<file path="src/ftsm_pkg.sv">
package ftsm_pkg;

    // Field widths
    localparam int unsigned INTERVAL_BITS = 24;
    localparam int unsigned FRAC_BITS     = 8;
    localparam int unsigned BASE_BITS     = INTERVAL_BITS + FRAC_BITS;
    localparam int unsigned CLOCK_BITS    = 48;
    localparam int unsigned SPAN_BITS     = 32;
    localparam int unsigned COUNT_BITS    = 24;
    localparam int unsigned SUM_BITS      = 40;
    localparam int unsigned LOST_BITS     = 48;
    localparam int unsigned GAIN_BITS     = 16;
    localparam int unsigned FACTOR_BITS   = 8;
    localparam int unsigned PERIOD_BITS   = 32;
    localparam int unsigned CFG_DATA_BITS = 32;
    localparam int unsigned CFG_IDX_BITS  = 3;

    // Register reset values
    localparam logic [FACTOR_BITS-1:0]   FACTOR_RESET = 8'd20;
    localparam logic [INTERVAL_BITS-1:0] MARGIN_RESET = 24'd4000;
    localparam logic [INTERVAL_BITS-1:0] IGNORE_RESET = 24'd1000000;
    localparam logic [GAIN_BITS-1:0]     GAIN_RESET   = 16'd1311;
    localparam logic [PERIOD_BITS-1:0]   PERIOD_RESET = 32'd10000000;

    // Register indexes on the config port
    typedef enum logic [CFG_IDX_BITS-1:0] {
        REG_SPIKE_FACTOR   = 3'd0,
        REG_SPIKE_MARGIN   = 3'd1,
        REG_IGNORE_ABOVE   = 3'd2,
        REG_BASELINE_GAIN  = 3'd3,
        REG_SUMMARY_PERIOD = 3'd4
    } cfg_index_t;

    // Result classes; the front marks countable intervals CLS_NORMAL and
    // the back refines them into primed, normal or spike.
    typedef enum logic [2:0] {
        CLS_UNFOCUSED = 3'd0,
        CLS_REARM     = 3'd1,
        CLS_RANGE     = 3'd2,
        CLS_PRIMED    = 3'd3,
        CLS_NORMAL    = 3'd4,
        CLS_SPIKE     = 3'd5
    } frame_class_t;

    typedef struct packed {
        logic [FACTOR_BITS-1:0]   spike_factor_eighths;
        logic [INTERVAL_BITS-1:0] spike_margin_us;
        logic [INTERVAL_BITS-1:0] ignore_above_us;
        logic [GAIN_BITS-1:0]     baseline_gain;
        logic [PERIOD_BITS-1:0]   summary_period_us;
    } cfg_t;

    // Classified item between front and back
    typedef struct packed {
        frame_class_t             kind;
        logic [INTERVAL_BITS-1:0] frame_time_us;
    } entry_t;

    typedef struct packed {
        frame_class_t             frame_class;
        logic [BASE_BITS-1:0]     baseline_level;
        logic                     summary_valid;
        logic [SPAN_BITS-1:0]     window_span_us;
        logic [COUNT_BITS-1:0]    window_frames;
        logic [SUM_BITS-1:0]      window_sum_us;
        logic [INTERVAL_BITS-1:0] window_max_us;
        logic [COUNT_BITS-1:0]    window_spikes;
        logic [LOST_BITS-1:0]     window_lost;
    } result_t;

endpackage

</file>
<file path="src/frame_time_spike_monitor.sv">
// Frame time spike monitor.
// Input channel: drive frame_time_us and has_focus with push; a transaction
// completes on a clock edge where push is high and full is low.
// Result channel: while empty is low the oldest result sits on the result
// ports; it is taken on an edge where pop is high. Every input transaction
// yields exactly one result, in order.
// Config: cfg_write with cfg_index/cfg_data writes one register; write only
// while no transaction is in flight.
// Path: the front classifier writes a two-entry queue, and the back unit
// takes from it and writes a two-entry result queue.
// Throughput: one transaction per cycle while pop keeps the result queue
// from filling, set by the back unit's combinational spike test and
// baseline update (one 32x8 and one 32x16 multiply).
// Reset: registers return to their defaults, the baseline is unprimed, focus
// is assumed present, window counters and both queues are cleared.
// Stalls: if pop stays low the result queue fills, the back unit stops, the
// middle queue fills and full rises; nothing is lost or duplicated.
module frame_time_spike_monitor (
    input  logic                                  clk,
    input  logic                                  rst_n,
    input  logic                                  push,
    output logic                                  full,
    input  logic [ftsm_pkg::INTERVAL_BITS-1:0]    frame_time_us,
    input  logic                                  has_focus,
    output logic                                  empty,
    input  logic                                  pop,
    output logic [2:0]                            frame_class,
    output logic [ftsm_pkg::BASE_BITS-1:0]        baseline_level,
    output logic                                  summary_valid,
    output logic [ftsm_pkg::SPAN_BITS-1:0]        window_span_us,
    output logic [ftsm_pkg::COUNT_BITS-1:0]       window_frames,
    output logic [ftsm_pkg::SUM_BITS-1:0]         window_sum_us,
    output logic [ftsm_pkg::INTERVAL_BITS-1:0]    window_max_us,
    output logic [ftsm_pkg::COUNT_BITS-1:0]       window_spikes,
    output logic [ftsm_pkg::LOST_BITS-1:0]        window_lost,
    input  logic                                  cfg_write,
    input  logic [ftsm_pkg::CFG_IDX_BITS-1:0]     cfg_index,
    input  logic [ftsm_pkg::CFG_DATA_BITS-1:0]    cfg_data
);

    localparam int unsigned ENTRY_BITS  = $bits(ftsm_pkg::entry_t);
    localparam int unsigned RESULT_BITS = $bits(ftsm_pkg::result_t);

    ftsm_pkg::cfg_t    cfg_reg;
    ftsm_pkg::entry_t  front_data;
    ftsm_pkg::entry_t  mid_data;
    ftsm_pkg::result_t back_data;
    ftsm_pkg::result_t out_word;
    logic              front_write;
    logic              mid_full;
    logic              mid_empty;
    logic              mid_pop;
    logic              res_full;
    logic              back_write;
    logic [ENTRY_BITS-1:0]  mid_rd_bits;
    logic [RESULT_BITS-1:0] res_rd_bits;

    // Configuration registers
    always_ff @(posedge clk or negedge rst_n)
    begin
        if (!rst_n)
        begin
            cfg_reg.spike_factor_eighths <= ftsm_pkg::FACTOR_RESET;
            cfg_reg.spike_margin_us      <= ftsm_pkg::MARGIN_RESET;
            cfg_reg.ignore_above_us      <= ftsm_pkg::IGNORE_RESET;
            cfg_reg.baseline_gain        <= ftsm_pkg::GAIN_RESET;
            cfg_reg.summary_period_us    <= ftsm_pkg::PERIOD_RESET;
        end
        else if (cfg_write)
        begin
            case (cfg_index)
                ftsm_pkg::REG_SPIKE_FACTOR:
                    cfg_reg.spike_factor_eighths <= cfg_data[ftsm_pkg::FACTOR_BITS-1:0];
                ftsm_pkg::REG_SPIKE_MARGIN:
                    cfg_reg.spike_margin_us <= cfg_data[ftsm_pkg::INTERVAL_BITS-1:0];
                ftsm_pkg::REG_IGNORE_ABOVE:
                    cfg_reg.ignore_above_us <= cfg_data[ftsm_pkg::INTERVAL_BITS-1:0];
                ftsm_pkg::REG_BASELINE_GAIN:
                    cfg_reg.baseline_gain <= cfg_data[ftsm_pkg::GAIN_BITS-1:0];
                ftsm_pkg::REG_SUMMARY_PERIOD:
                    cfg_reg.summary_period_us <= cfg_data[ftsm_pkg::PERIOD_BITS-1:0];
                default:
                begin
                    // unmapped index: ignored
                end
            endcase
        end
    end

    // Front: focus tracking and range classification
    ftsm_front u_front (
        .clk             (clk),
        .rst_n           (rst_n),
        .push            (push),
        .frame_time_us   (frame_time_us),
        .has_focus       (has_focus),
        .ignore_above_us (cfg_reg.ignore_above_us),
        .q_full          (mid_full),
        .q_write         (front_write),
        .q_data          (front_data)
    );

    assign full = mid_full;

    // Queue between front and back
    ftsm_fifo #(
        .WIDTH (ENTRY_BITS),
        .DEPTH (2)
    ) u_mid_fifo (
        .clk     (clk),
        .rst_n   (rst_n),
        .wr_en   (front_write),
        .wr_data (front_data),
        .full    (mid_full),
        .rd_en   (mid_pop),
        .rd_data (mid_rd_bits),
        .empty   (mid_empty)
    );

    assign mid_data = ftsm_pkg::entry_t'(mid_rd_bits);

    // Back: baseline, spike test and window statistics
    ftsm_back u_back (
        .clk       (clk),
        .rst_n     (rst_n),
        .cfg       (cfg_reg),
        .in_empty  (mid_empty),
        .in_data   (mid_data),
        .in_pop    (mid_pop),
        .out_full  (res_full),
        .out_write (back_write),
        .out_data  (back_data)
    );

    // Result queue
    ftsm_fifo #(
        .WIDTH (RESULT_BITS),
        .DEPTH (2)
    ) u_res_fifo (
        .clk     (clk),
        .rst_n   (rst_n),
        .wr_en   (back_write),
        .wr_data (back_data),
        .full    (res_full),
        .rd_en   (pop),
        .rd_data (res_rd_bits),
        .empty   (empty)
    );

    // Result ports
    assign out_word       = ftsm_pkg::result_t'(res_rd_bits);
    assign frame_class    = out_word.frame_class;
    assign baseline_level = out_word.baseline_level;
    assign summary_valid  = out_word.summary_valid;
    assign window_span_us = out_word.window_span_us;
    assign window_frames  = out_word.window_frames;
    assign window_sum_us  = out_word.window_sum_us;
    assign window_max_us  = out_word.window_max_us;
    assign window_spikes  = out_word.window_spikes;
    assign window_lost    = out_word.window_lost;

endmodule

</file>
<file path="src/ftsm_fifo.sv">
module ftsm_fifo #(
    parameter int unsigned WIDTH = 8,
    parameter int unsigned DEPTH = 2
) (
    input  logic             clk,
    input  logic             rst_n,
    input  logic             wr_en,
    input  logic [WIDTH-1:0] wr_data,
    output logic             full,
    input  logic             rd_en,
    output logic [WIDTH-1:0] rd_data,
    output logic             empty
);

    localparam int unsigned ADDR_BITS = (DEPTH > 1) ? $clog2(DEPTH) : 1;

    logic [WIDTH-1:0]     mem_reg [DEPTH];
    logic [ADDR_BITS-1:0] wr_ptr_reg;
    logic [ADDR_BITS-1:0] rd_ptr_reg;
    logic [ADDR_BITS:0]   count_reg;
    logic [ADDR_BITS:0]   count_next;
    logic                 do_wr;
    logic                 do_rd;

    assign full    = (count_reg == (ADDR_BITS + 1)'(DEPTH));
    assign empty   = (count_reg == '0);
    assign do_wr   = wr_en && !full;
    assign do_rd   = rd_en && !empty;
    assign rd_data = mem_reg[rd_ptr_reg];

    // Occupancy
    always_comb
    begin
        count_next = count_reg;
        if (do_wr && !do_rd)
        begin
            count_next = count_reg + 1'b1;
        end
        else if (do_rd && !do_wr)
        begin
            count_next = count_reg - 1'b1;
        end
    end

    always_ff @(posedge clk or negedge rst_n)
    begin
        if (!rst_n)
        begin
            wr_ptr_reg <= '0;
            rd_ptr_reg <= '0;
            count_reg  <= '0;
        end
        else
        begin
            count_reg <= count_next;
            if (do_wr)
            begin
                wr_ptr_reg <= (wr_ptr_reg == ADDR_BITS'(DEPTH - 1)) ? '0 : wr_ptr_reg + 1'b1;
            end
            if (do_rd)
            begin
                rd_ptr_reg <= (rd_ptr_reg == ADDR_BITS'(DEPTH - 1)) ? '0 : rd_ptr_reg + 1'b1;
            end
        end
    end

    // Storage, no reset
    always_ff @(posedge clk)
    begin
        if (do_wr)
        begin
            mem_reg[wr_ptr_reg] <= wr_data;
        end
    end

endmodule

</file>
<file path="src/ftsm_front.sv">
module ftsm_front (
    input  logic                                 clk,
    input  logic                                 rst_n,
    input  logic                                 push,
    input  logic [ftsm_pkg::INTERVAL_BITS-1:0]   frame_time_us,
    input  logic                                 has_focus,
    input  logic [ftsm_pkg::INTERVAL_BITS-1:0]   ignore_above_us,
    input  logic                                 q_full,
    output logic                                 q_write,
    output ftsm_pkg::entry_t                     q_data
);

    logic had_focus_reg;
    logic had_focus_next;

    assign q_write = push && !q_full;

    // Focus tracking and range check
    always_comb
    begin
        had_focus_next       = had_focus_reg;
        q_data.frame_time_us = frame_time_us;
        if (!has_focus)
        begin
            had_focus_next = 1'b0;
            q_data.kind    = ftsm_pkg::CLS_UNFOCUSED;
        end
        else if (!had_focus_reg)
        begin
            had_focus_next = 1'b1;
            q_data.kind    = ftsm_pkg::CLS_REARM;
        end
        else if (frame_time_us == '0 || frame_time_us > ignore_above_us)
        begin
            q_data.kind = ftsm_pkg::CLS_RANGE;
        end
        else
        begin
            q_data.kind = ftsm_pkg::CLS_NORMAL;
        end
    end

    always_ff @(posedge clk or negedge rst_n)
    begin
        if (!rst_n)
        begin
            had_focus_reg <= 1'b1;
        end
        else if (q_write)
        begin
            had_focus_reg <= had_focus_next;
        end
    end

endmodule

</file>
<file path="src/ftsm_back.sv">
module ftsm_back (
    input  logic                 clk,
    input  logic                 rst_n,
    input  ftsm_pkg::cfg_t       cfg,
    input  logic                 in_empty,
    input  ftsm_pkg::entry_t     in_data,
    output logic                 in_pop,
    input  logic                 out_full,
    output logic                 out_write,
    output ftsm_pkg::result_t    out_data
);

    localparam int unsigned IB = ftsm_pkg::INTERVAL_BITS;
    localparam int unsigned FB = ftsm_pkg::FRAC_BITS;
    localparam int unsigned BB = ftsm_pkg::BASE_BITS;
    localparam int unsigned CB = ftsm_pkg::CLOCK_BITS;
    localparam int unsigned NB = ftsm_pkg::COUNT_BITS;
    localparam int unsigned SB = ftsm_pkg::SUM_BITS;
    localparam int unsigned LB = ftsm_pkg::LOST_BITS;
    localparam int unsigned GB = ftsm_pkg::GAIN_BITS;
    localparam int unsigned RB = BB + ftsm_pkg::FACTOR_BITS;
    localparam int unsigned PB = BB + GB;

    logic [BB-1:0] baseline_reg, baseline_next;
    logic          primed_reg, primed_next;
    logic [CB-1:0] elapsed_reg, elapsed_next;
    logic [CB-1:0] start_reg, start_next;
    logic [NB-1:0] frames_reg, frames_next;
    logic [SB-1:0] sum_reg, sum_next;
    logic [IB-1:0] max_reg, max_next;
    logic [NB-1:0] spikes_reg, spikes_next;
    logic [LB-1:0] lost_reg, lost_next;

    logic          fire;
    logic [IB-1:0] dt;
    logic [BB-1:0] q;
    logic [CB-1:0] elapsed_inc;
    logic [RB-1:0] ratio_prod;
    logic [BB:0]   margin_thr;
    logic          spike;
    logic          move_up;
    logic [BB-1:0] diff;
    logic [PB-1:0] gain_prod;
    logic [PB-1:0] gain_prod_rnd;
    logic [BB-1:0] baseline_upd;
    logic [NB-1:0] frames_inc;
    logic [SB:0]   sum_add;
    logic [SB-1:0] sum_inc;
    logic [IB-1:0] max_upd;
    logic [NB-1:0] spikes_inc;
    logic [LB:0]   lost_add;
    logic [LB-1:0] lost_inc;
    logic [CB-1:0] span;
    logic          emit;

    assign fire      = !in_empty && !out_full;
    assign in_pop    = fire;
    assign out_write = fire;
    assign dt        = in_data.frame_time_us;
    assign q         = {dt, FB'(0)};

    // Spike test: factor/8 ratio and absolute margin
    assign ratio_prod = RB'(baseline_reg) * RB'(cfg.spike_factor_eighths);
    assign margin_thr = (BB + 1)'(baseline_reg) + (BB + 1)'({cfg.spike_margin_us, FB'(0)});
    assign spike      = (RB'({q, 3'b000}) > ratio_prod) && ((BB + 1)'(q) > margin_thr);

    // Baseline step toward q, floor rounding in both directions
    assign move_up       = (q >= baseline_reg);
    assign diff          = move_up ? (q - baseline_reg) : (baseline_reg - q);
    assign gain_prod     = PB'(diff) * PB'(cfg.baseline_gain);
    assign gain_prod_rnd = gain_prod + PB'({GB{1'b1}});
    assign baseline_upd  = move_up ? (baseline_reg + gain_prod[PB-1:GB])
                                   : (baseline_reg - gain_prod_rnd[PB-1:GB]);

    // Saturating window counters
    assign frames_inc = (&frames_reg) ? frames_reg : frames_reg + 1'b1;
    assign spikes_inc = (&spikes_reg) ? spikes_reg : spikes_reg + 1'b1;
    assign sum_add    = (SB + 1)'(sum_reg) + (SB + 1)'(dt);
    assign sum_inc    = sum_add[SB] ? {SB{1'b1}} : sum_add[SB-1:0];
    assign lost_add   = (LB + 1)'(lost_reg) + (LB + 1)'(q - baseline_reg);
    assign lost_inc   = lost_add[LB] ? {LB{1'b1}} : lost_add[LB-1:0];
    assign max_upd    = (dt > max_reg) ? dt : max_reg;

    // Window timing
    assign elapsed_inc = elapsed_reg + CB'(dt);
    assign span        = elapsed_inc - start_reg;
    assign emit        = (span >= CB'(cfg.summary_period_us));

    always_comb
    begin
        baseline_next = baseline_reg;
        primed_next   = primed_reg;
        elapsed_next  = elapsed_reg;
        start_next    = start_reg;
        frames_next   = frames_reg;
        sum_next      = sum_reg;
        max_next      = max_reg;
        spikes_next   = spikes_reg;
        lost_next     = lost_reg;
        out_data      = '0;
        out_data.frame_class = in_data.kind;

        case (in_data.kind)
            ftsm_pkg::CLS_REARM:
            begin
                baseline_next = '0;
                primed_next   = 1'b0;
            end
            ftsm_pkg::CLS_NORMAL:
            begin
                elapsed_next = elapsed_inc;
                if (!primed_reg)
                begin
                    primed_next          = 1'b1;
                    baseline_next        = q;
                    start_next           = elapsed_inc;
                    out_data.frame_class = ftsm_pkg::CLS_PRIMED;
                end
                else
                begin
                    if (spike)
                    begin
                        spikes_next          = spikes_inc;
                        lost_next            = lost_inc;
                        out_data.frame_class = ftsm_pkg::CLS_SPIKE;
                    end
                    else
                    begin
                        baseline_next = baseline_upd;
                    end
                    frames_next = frames_inc;
                    sum_next    = sum_inc;
                    max_next    = max_upd;
                    if (emit)
                    begin
                        out_data.summary_valid  = 1'b1;
                        out_data.window_span_us = (|span[CB-1:ftsm_pkg::SPAN_BITS])
                                                  ? {ftsm_pkg::SPAN_BITS{1'b1}}
                                                  : span[ftsm_pkg::SPAN_BITS-1:0];
                        out_data.window_frames  = frames_next;
                        out_data.window_sum_us  = sum_next;
                        out_data.window_max_us  = max_next;
                        out_data.window_spikes  = spikes_next;
                        out_data.window_lost    = lost_next;
                        start_next  = elapsed_inc;
                        frames_next = '0;
                        sum_next    = '0;
                        max_next    = '0;
                        spikes_next = '0;
                        lost_next   = '0;
                    end
                end
            end
            default:
            begin
                // unfocused or out of range: state untouched
            end
        endcase

        out_data.baseline_level = baseline_next;
    end

    always_ff @(posedge clk or negedge rst_n)
    begin
        if (!rst_n)
        begin
            baseline_reg <= '0;
            primed_reg   <= 1'b0;
            elapsed_reg  <= '0;
            start_reg    <= '0;
            frames_reg   <= '0;
            sum_reg      <= '0;
            max_reg      <= '0;
            spikes_reg   <= '0;
            lost_reg     <= '0;
        end
        else if (fire)
        begin
            baseline_reg <= baseline_next;
            primed_reg   <= primed_next;
            elapsed_reg  <= elapsed_next;
            start_reg    <= start_next;
            frames_reg   <= frames_next;
            sum_reg      <= sum_next;
            max_reg      <= max_next;
            spikes_reg   <= spikes_next;
            lost_reg     <= lost_next;
        end
    end

endmodule
</file>
<file path="config.mk">
export PLATFORM = sky130hd
export DESIGN_NAME = frame_time_spike_monitor
export DESIGN_NICKNAME = d
export VERILOG_FILES = /design/src/ftsm_pkg.sv /design/src/frame_time_spike_monitor.sv /design/src/ftsm_fifo.sv /design/src/ftsm_front.sv /design/src/ftsm_back.sv
export SDC_FILE = /design/constraint.sdc
export NUM_CORES = 2
export LEC_CHECK = 0
export ABC_AREA = 1
export BUFFER_PORTS_ARGS = -buffer_cell sky130_fd_sc_hd__buf_2
export CORE_ASPECT_RATIO = 0.5
export CORE_MARGIN = 2
export CORE_UTILIZATION = 60
export CTS_CLUSTER_DIAMETER = 60
export CTS_CLUSTER_SIZE = 10
export DETAILED_ROUTE_END_ITERATION = 16
export PLACE_DENSITY = 0.79
export SYNTH_ARGS = -nofsm -noshare
export SYNTH_HDL_FRONTEND = slang
export SYNTH_SLANG_ARGS = --single-unit
export TNS_END_PERCENT = 50
</file>
<file path="constraint.sdc">
create_clock -name clk -period 22.4 [get_ports clk]
set_input_delay 1.12 -clock clk [delete_from_list [all_inputs] [get_ports clk]]
set_output_delay 1.12 -clock clk [all_outputs]
set_load 0.03 [all_outputs]
</file>
* After elaboration in Yosys (flattened, before gate mapping)
Memories as Yosys holds them, arrays and structs flattened. Index checks and enable logic that the tools add are counted.
Operators by class: eq/ne operators 9, reduce and logical (&&, ||, !) cells 39, mux-type cells 43, multiply operators 2, add/subtract/negate cells 21, order comparisons 6
Operators by type and width (count):
- 193-bit two-way mux | 3
- 48-bit two-way mux | 5
- 24-bit two-way mux | 7
- 32-bit two-way mux | 5
- 32-bit subtractor | 3
- 40-bit two-way mux | 2
- 32-bit one-hot mux with 2 select lines | 1
- 48-bit by 49-bit adder with 49-bit output | 1
- 24-bit by 1-bit adder with 24-bit output, second input constant | 2
- 48-bit by 16-bit adder with 48-bit output, second input constant | 1
- 48-bit by 24-bit adder with 48-bit output | 1
- 48-bit by 32-bit greater-or-equal comparator with 1-bit output | 1
- 24-bit > comparator | 2
- 32-bit by 16-bit multiplier with 48-bit output | 1
- 24-bit AND reduction | 2
- 48-bit subtractor | 1
- 40-bit by 24-bit adder with 41-bit output | 1
- 35-bit by 40-bit > comparator with 1-bit output | 1
- 32-bit by 8-bit multiplier with 40-bit output | 1
- 32-bit by 32-bit adder with 33-bit output | 1
- 32-bit by 33-bit > comparator with 1-bit output | 1
- 32-bit by 32-bit subtractor with 33-bit output | 1
- 32-bit adder | 1
- 32-bit greater-or-equal comparator | 1
- other kinds (22) | 74
Word-level totals: word-level logic and storage cells 143, RAM bits 510, memories kept 2, input port bits 65, output and inout port bits 230, bits in registers 402
Memories:
- u_res_fifo.mem_reg | words 2, width 228, read ports 1, clocked after Yosys merged registers in 0, write ports 1, RTL line ftsm_fifo.sv:17 | logic [WIDTH-1:0] mem_reg [DEPTH];
- u_mid_fifo.mem_reg | words 2, width 27, read ports 1, clocked after Yosys merged registers in 0, write ports 1, RTL line ftsm_fifo.sv:17

* Logic depth before layout (Yosys ltp)
An unclocked memory read counts as a cell.
depth after elaboration 10, gate-level depth with buffers 83, mapped depth without buffers 78

* By module
From an unflattened synthesis, not the netlist that was laid out.
Second synthesis, totals: cells, all modules 10611, area total of the unflattened synthesis 82751.9 um^2
By module, submodules not included:
- ftsm_back | area an instance 58466.1 um^2, instances 1, cells each 8596, sequential area each 7231.9 um^2
- ftsm_fifo at u_res_fifo | area an instance 16918.7 um^2, instances 1, cells each 1223, sequential area each 13793.2 um^2
- frame_time_spike_monitor | area an instance 4154.0 um^2, instances 1, cells each 461, sequential area each 2640.0 um^2
- ftsm_fifo at u_mid_fifo | area an instance 2192.1 um^2, instances 1, cells each 172, sequential area each 1721.7 um^2
- ftsm_front | area an instance 1021.0 um^2, instances 1, cells each 159, sequential area each 26.3 um^2

* Worst setup path before layout
No wires, ideal clock.
path type flip-flop to flip-flop, start register u_mid_fifo.rd_ptr_reg, end memory u_res_fifo.mem_reg[0][220] (netlist name) (data pin), cell stages (with the launch flop) 71, path slack 10396 ps, arrival time 11729 ps, period minus slack after synthesis 12004 ps, data required time 22125 ps, library setup time 275 ps, buffers on the path 6, path through dfrtp_1 > buf_2 > inv_2 > clkbuf_1 > or2_2 > o21ai_0 > inv_1 > ha_1 > clkbuf_1 > a21oi_1 > o21ai_1 > a21o_1 > a31oi_1 > o21bai_1 > a21oi_1 > inv_1 > a21oi_1 > o21ai_1 > (+35 left out) > ha_1 > a21oi_1 > o21bai_1 > nand2_1 > o211ai_1 > a21boi_0 > o21ai_0 > nand3_1 > nand3_1 > a21boi_0 > nand2_1 > o21ai_0 > nand2_1 > nand2_1 > xnor2_1 > o21ai_0 > o21ai_0 > o21ai_0
RTL lines:
- from (decl) | RTL line ftsm_fifo.sv:19 | logic [ADDR_BITS-1:0] rd_ptr_reg;
- from (signal assigned) | RTL line ftsm_fifo.sv:62 | rd_ptr_reg <= (rd_ptr_reg == ADDR_BITS'(DEPTH - 1)) ? '0 : rd_ptr_reg + 1'b1;
- to (decl) | RTL line ftsm_fifo.sv:17

==> results list <==
- Worst r2r path cells: 66
- Kind of start point of the critical path: flip-flop
* Max FFs per register: 456
- Post-detail-place hpwl: 221000 um
* Global placer's final weighted congestion: 1.12
* Drt drc: 0
- The via count of the first global-routing pass came to 70800.
- For this configuration, the core starts out at a cell density of 60.3%.
- Post-layout instance area: 0.0888 sq mm
- CTS root buf: clkbuf_16
- The detail route stage leaves a number of antenna-violating nets equal to 0.
- Clock-pin slew on the worst setup and hold paths: 0.06 ns
* Mapped Nets: 11700
* Via-per-instance ratio: 5.87
* Die Footprint: 0.141 sq mm
* Max-cap violation count: 0
* Post-DR wirelength/cell: 22.5 um
* First-pass GRT wire length: 426000 um
- The critical path starts at u_mid_fifo.rd_ptr_reg.
- Counting every sink on the clock net gives 912.
- Final core utilization: 65.0%
- Number of DRC markers in iteration 0: 8633
* Maximum number of pins on one net before global-route repair: 134
- The count of buffers added on input and output ports is 294.
- In this run the vertical extent of the chip is 266 um.
* Fraction of synthesis flops using an asynchronous set or reset pin: 44.1%
- Most numerous cell on the critical path: nand2_1
* Reg2Reg Setup Slack: 5.38 ns
- Measured against its own limit, the worst slew margin works out to 9.89%.
* Number of top-level pins: 295
- CTS Buf Count: 105
- Summed over all layers, the routed wires come to 283000 um.
- Crit path arrival time: 17.46 ns
- In the post-synthesis netlist, the cell with the most instances is nand2_1.
- Setup repair after global routing missed its margin: no
- The number of hold buffers added after CTS was 0.
- The final count of pins violating max slew was 0.
- Sorting the synthesized cells by how often they occur yields 2829 x nand2_1, 1797 x inv_1, 783 x nor2_1.
- Post-Synthesis Cell Area: 0.0824 sq mm
- Number of flip-flops and latches in the synthesized netlist: 912
- The average instance in the mapped netlist occupies 7.84 sq um.
- Timing would allow up to 58.7 MHz.
* Top_reg_cell synth: edfxtp_1
- The core region is 0.137 sq mm.
- The largest total area in the synthesized netlist belongs to edfxtp_1.
- Slowest-stage cell, CP: dfrtp_1
- The total overflow left after global routing is 0.
* Instance count of the mapped netlist: 10500
- Clock latency on the worst-skew pair: 0.79 ns
- During synthesis, Yosys emitted a total of 0 warnings.
- For this run, the slowest stage of the critical path takes 0.97 ns.
- The worst setup path is of the reg -> reg kind.
- Once the clock tree was built, the resizer swapped 0 gates to a different size.
* CP max FO: 72
- Time the worst path needs with I/O delays and setup: 17.02 ns
- Total number of placement rows: 96
- X dimension of the die: 528 um
* Final setup skew: 0.0881 ns
* Initial antenna violation count: 16
- For the pin with the worst max-slew slack, the measured transition is 1.35 ns.
* Crit path capture type: flip-flop
* Top area cells in the synthesized netlist: edfxtp_1 19%, fa_1 15%, nand2_1 13%
- Worst hold path class: in -> async
- Fin. Hold Viols: 0
- Buffers added to address setup during post-CTS repair amount to 0.
- Tot GR Track Use: 40.3%
* Status: completed
- Adding up every negative setup slack in the final design gives 0 ns.
* Post-placement cell area: 0.0856 sq mm
- Number of iterations in the first detailed-routing pass: 8
- Overall via count from detail_route: 73800
- EDFF count, synth: 510
* Startpoint of the most critical register-to-register path: u_mid_fifo.rd_ptr_reg
- For this run, the post-layout net count is 11900.
- Number of endpoints failing setup at the final stage: 0
- Relative to the synthesized area, the layout overhead comes to 7.76%.
- Final clock period utilization by the worst path: 76.0%
- The synthesized design devotes to its leading area cell type 18.6% of total area.
- Fillers: 11700
- The H-tree was split into 3 levels.
* Worst R2R End: u_res_fifo.mem_reg[1][220]
- Counting distinct cell types in the post-synthesis netlist gives 75.
- Longest Clk Path Bufs: 3
- After synthesis, flip-flops and latches occupy 30.8% of the total area.
- Fraction of layout cells with a size suffix above 1: 7.27%
* Data required, critical path: 22.84 ns
- Clock tree from TritonCTS: done
## cell type report
cell class	instances	area (sq um)	area share, %
Multi-Input combinational cell	7396	48700	54.8
Tap cell	1813	2270	2.55
Inverter	1836	6900	7.77
Clock inverter	14	288	0.324
Timing Repair Buffer	401	2300	2.59
Antenna cell	11	27.5	0.0310
Sequential cell	912	25400	28.6
Clock buffer	186	2940	3.31
## layer usage
layer	vias to the layer above	routed length, um	GRT usage, %
li1	33600	-	-
met1	35400	117000	56.7
met2	4221	112000	55.1
met3	638	42300	16.7
met4	12	11600	14.5
met5	-	469	1.61
## critical path: cells and delay by family (launching register included)
family	cells	cell delay (ns)
xor gates and xnor gates	2	0.29
adders and majority gates	9	4.27
DFF	1	0.97
and+or+nand+nor	24	3.46
buffers and inverters	11	2.88
AOI/OAI and AO/OA	20	4.74
## how the worst max path moves through the flow
stage,end,slack [ns],cells after the start
floorplan,u_res_fifo.mem_reg[0][220],10.40,70
global placement,u_res_fifo.mem_reg[0][220],6.09,64
detailed placement,u_res_fifo.mem_reg[1][220],5.86,64
CTS,u_res_fifo.mem_reg[1][220],5.79,64
global route,u_res_fifo.mem_reg[1][220],4.01,64
finish,u_res_fifo.mem_reg[1][220],5.38,66
## metrics by stage
step | worst slack (ns) | instances | hold slack (ns)
final | 5.38 | 12600 | 0.379
after global placement | 6.09 | 12400 | 0.464
after global routing | 4.01 | 12600 | 0.451
after CTS | 5.79 | 12600 | 0.440
after floorplan | 10.40 | 10500 | 0.448
after detailed placement | 5.86 | 12400 | 0.473
## placed cells by master, fill, tap and decap left out, types with 89 or more instances in the layout
| master | n |
|---|---|
| nand2_1 | 2829 |
| inv_1 | 1795 |
| nor2_1 | 774 |
| o21ai_0 | 659 |
| fa_1 | 605 |
| ha_1 | 558 |
| a21oi_1 | 513 |
| edfxtp_1 | 510 |
| dfrtp_1 | 367 |
| buf_2 | 293 |
| nand3_1 | 272 |
| xor2_1 | 238 |
| buf_4 | 106 |
| xnor2_1 | 105 |
| clkbuf_16 | 105 |
| nand4_1 | 96 |
| o22ai_1 | 94 |
| nor3_1 | 89 |
## cell families after synthesis
| kind of cell | after synthesis | share of synthesized area (%) |
|---|---|---|
| mux | 1 | 0.0121 |
| fa+ha+maj | 1163 | 23.2 |
| xor+xnor | 346 | 3.69 |
| buf+inv | 2210 | 10.3 |
| simple gates | 4291 | 21.3 |
| flops | 912 | 30.8 |
| compound gates | 1595 | 10.7 |
Power is not shown: default switching activity piles up to over one toggle a cycle in this logic, so the estimate is an artifact.
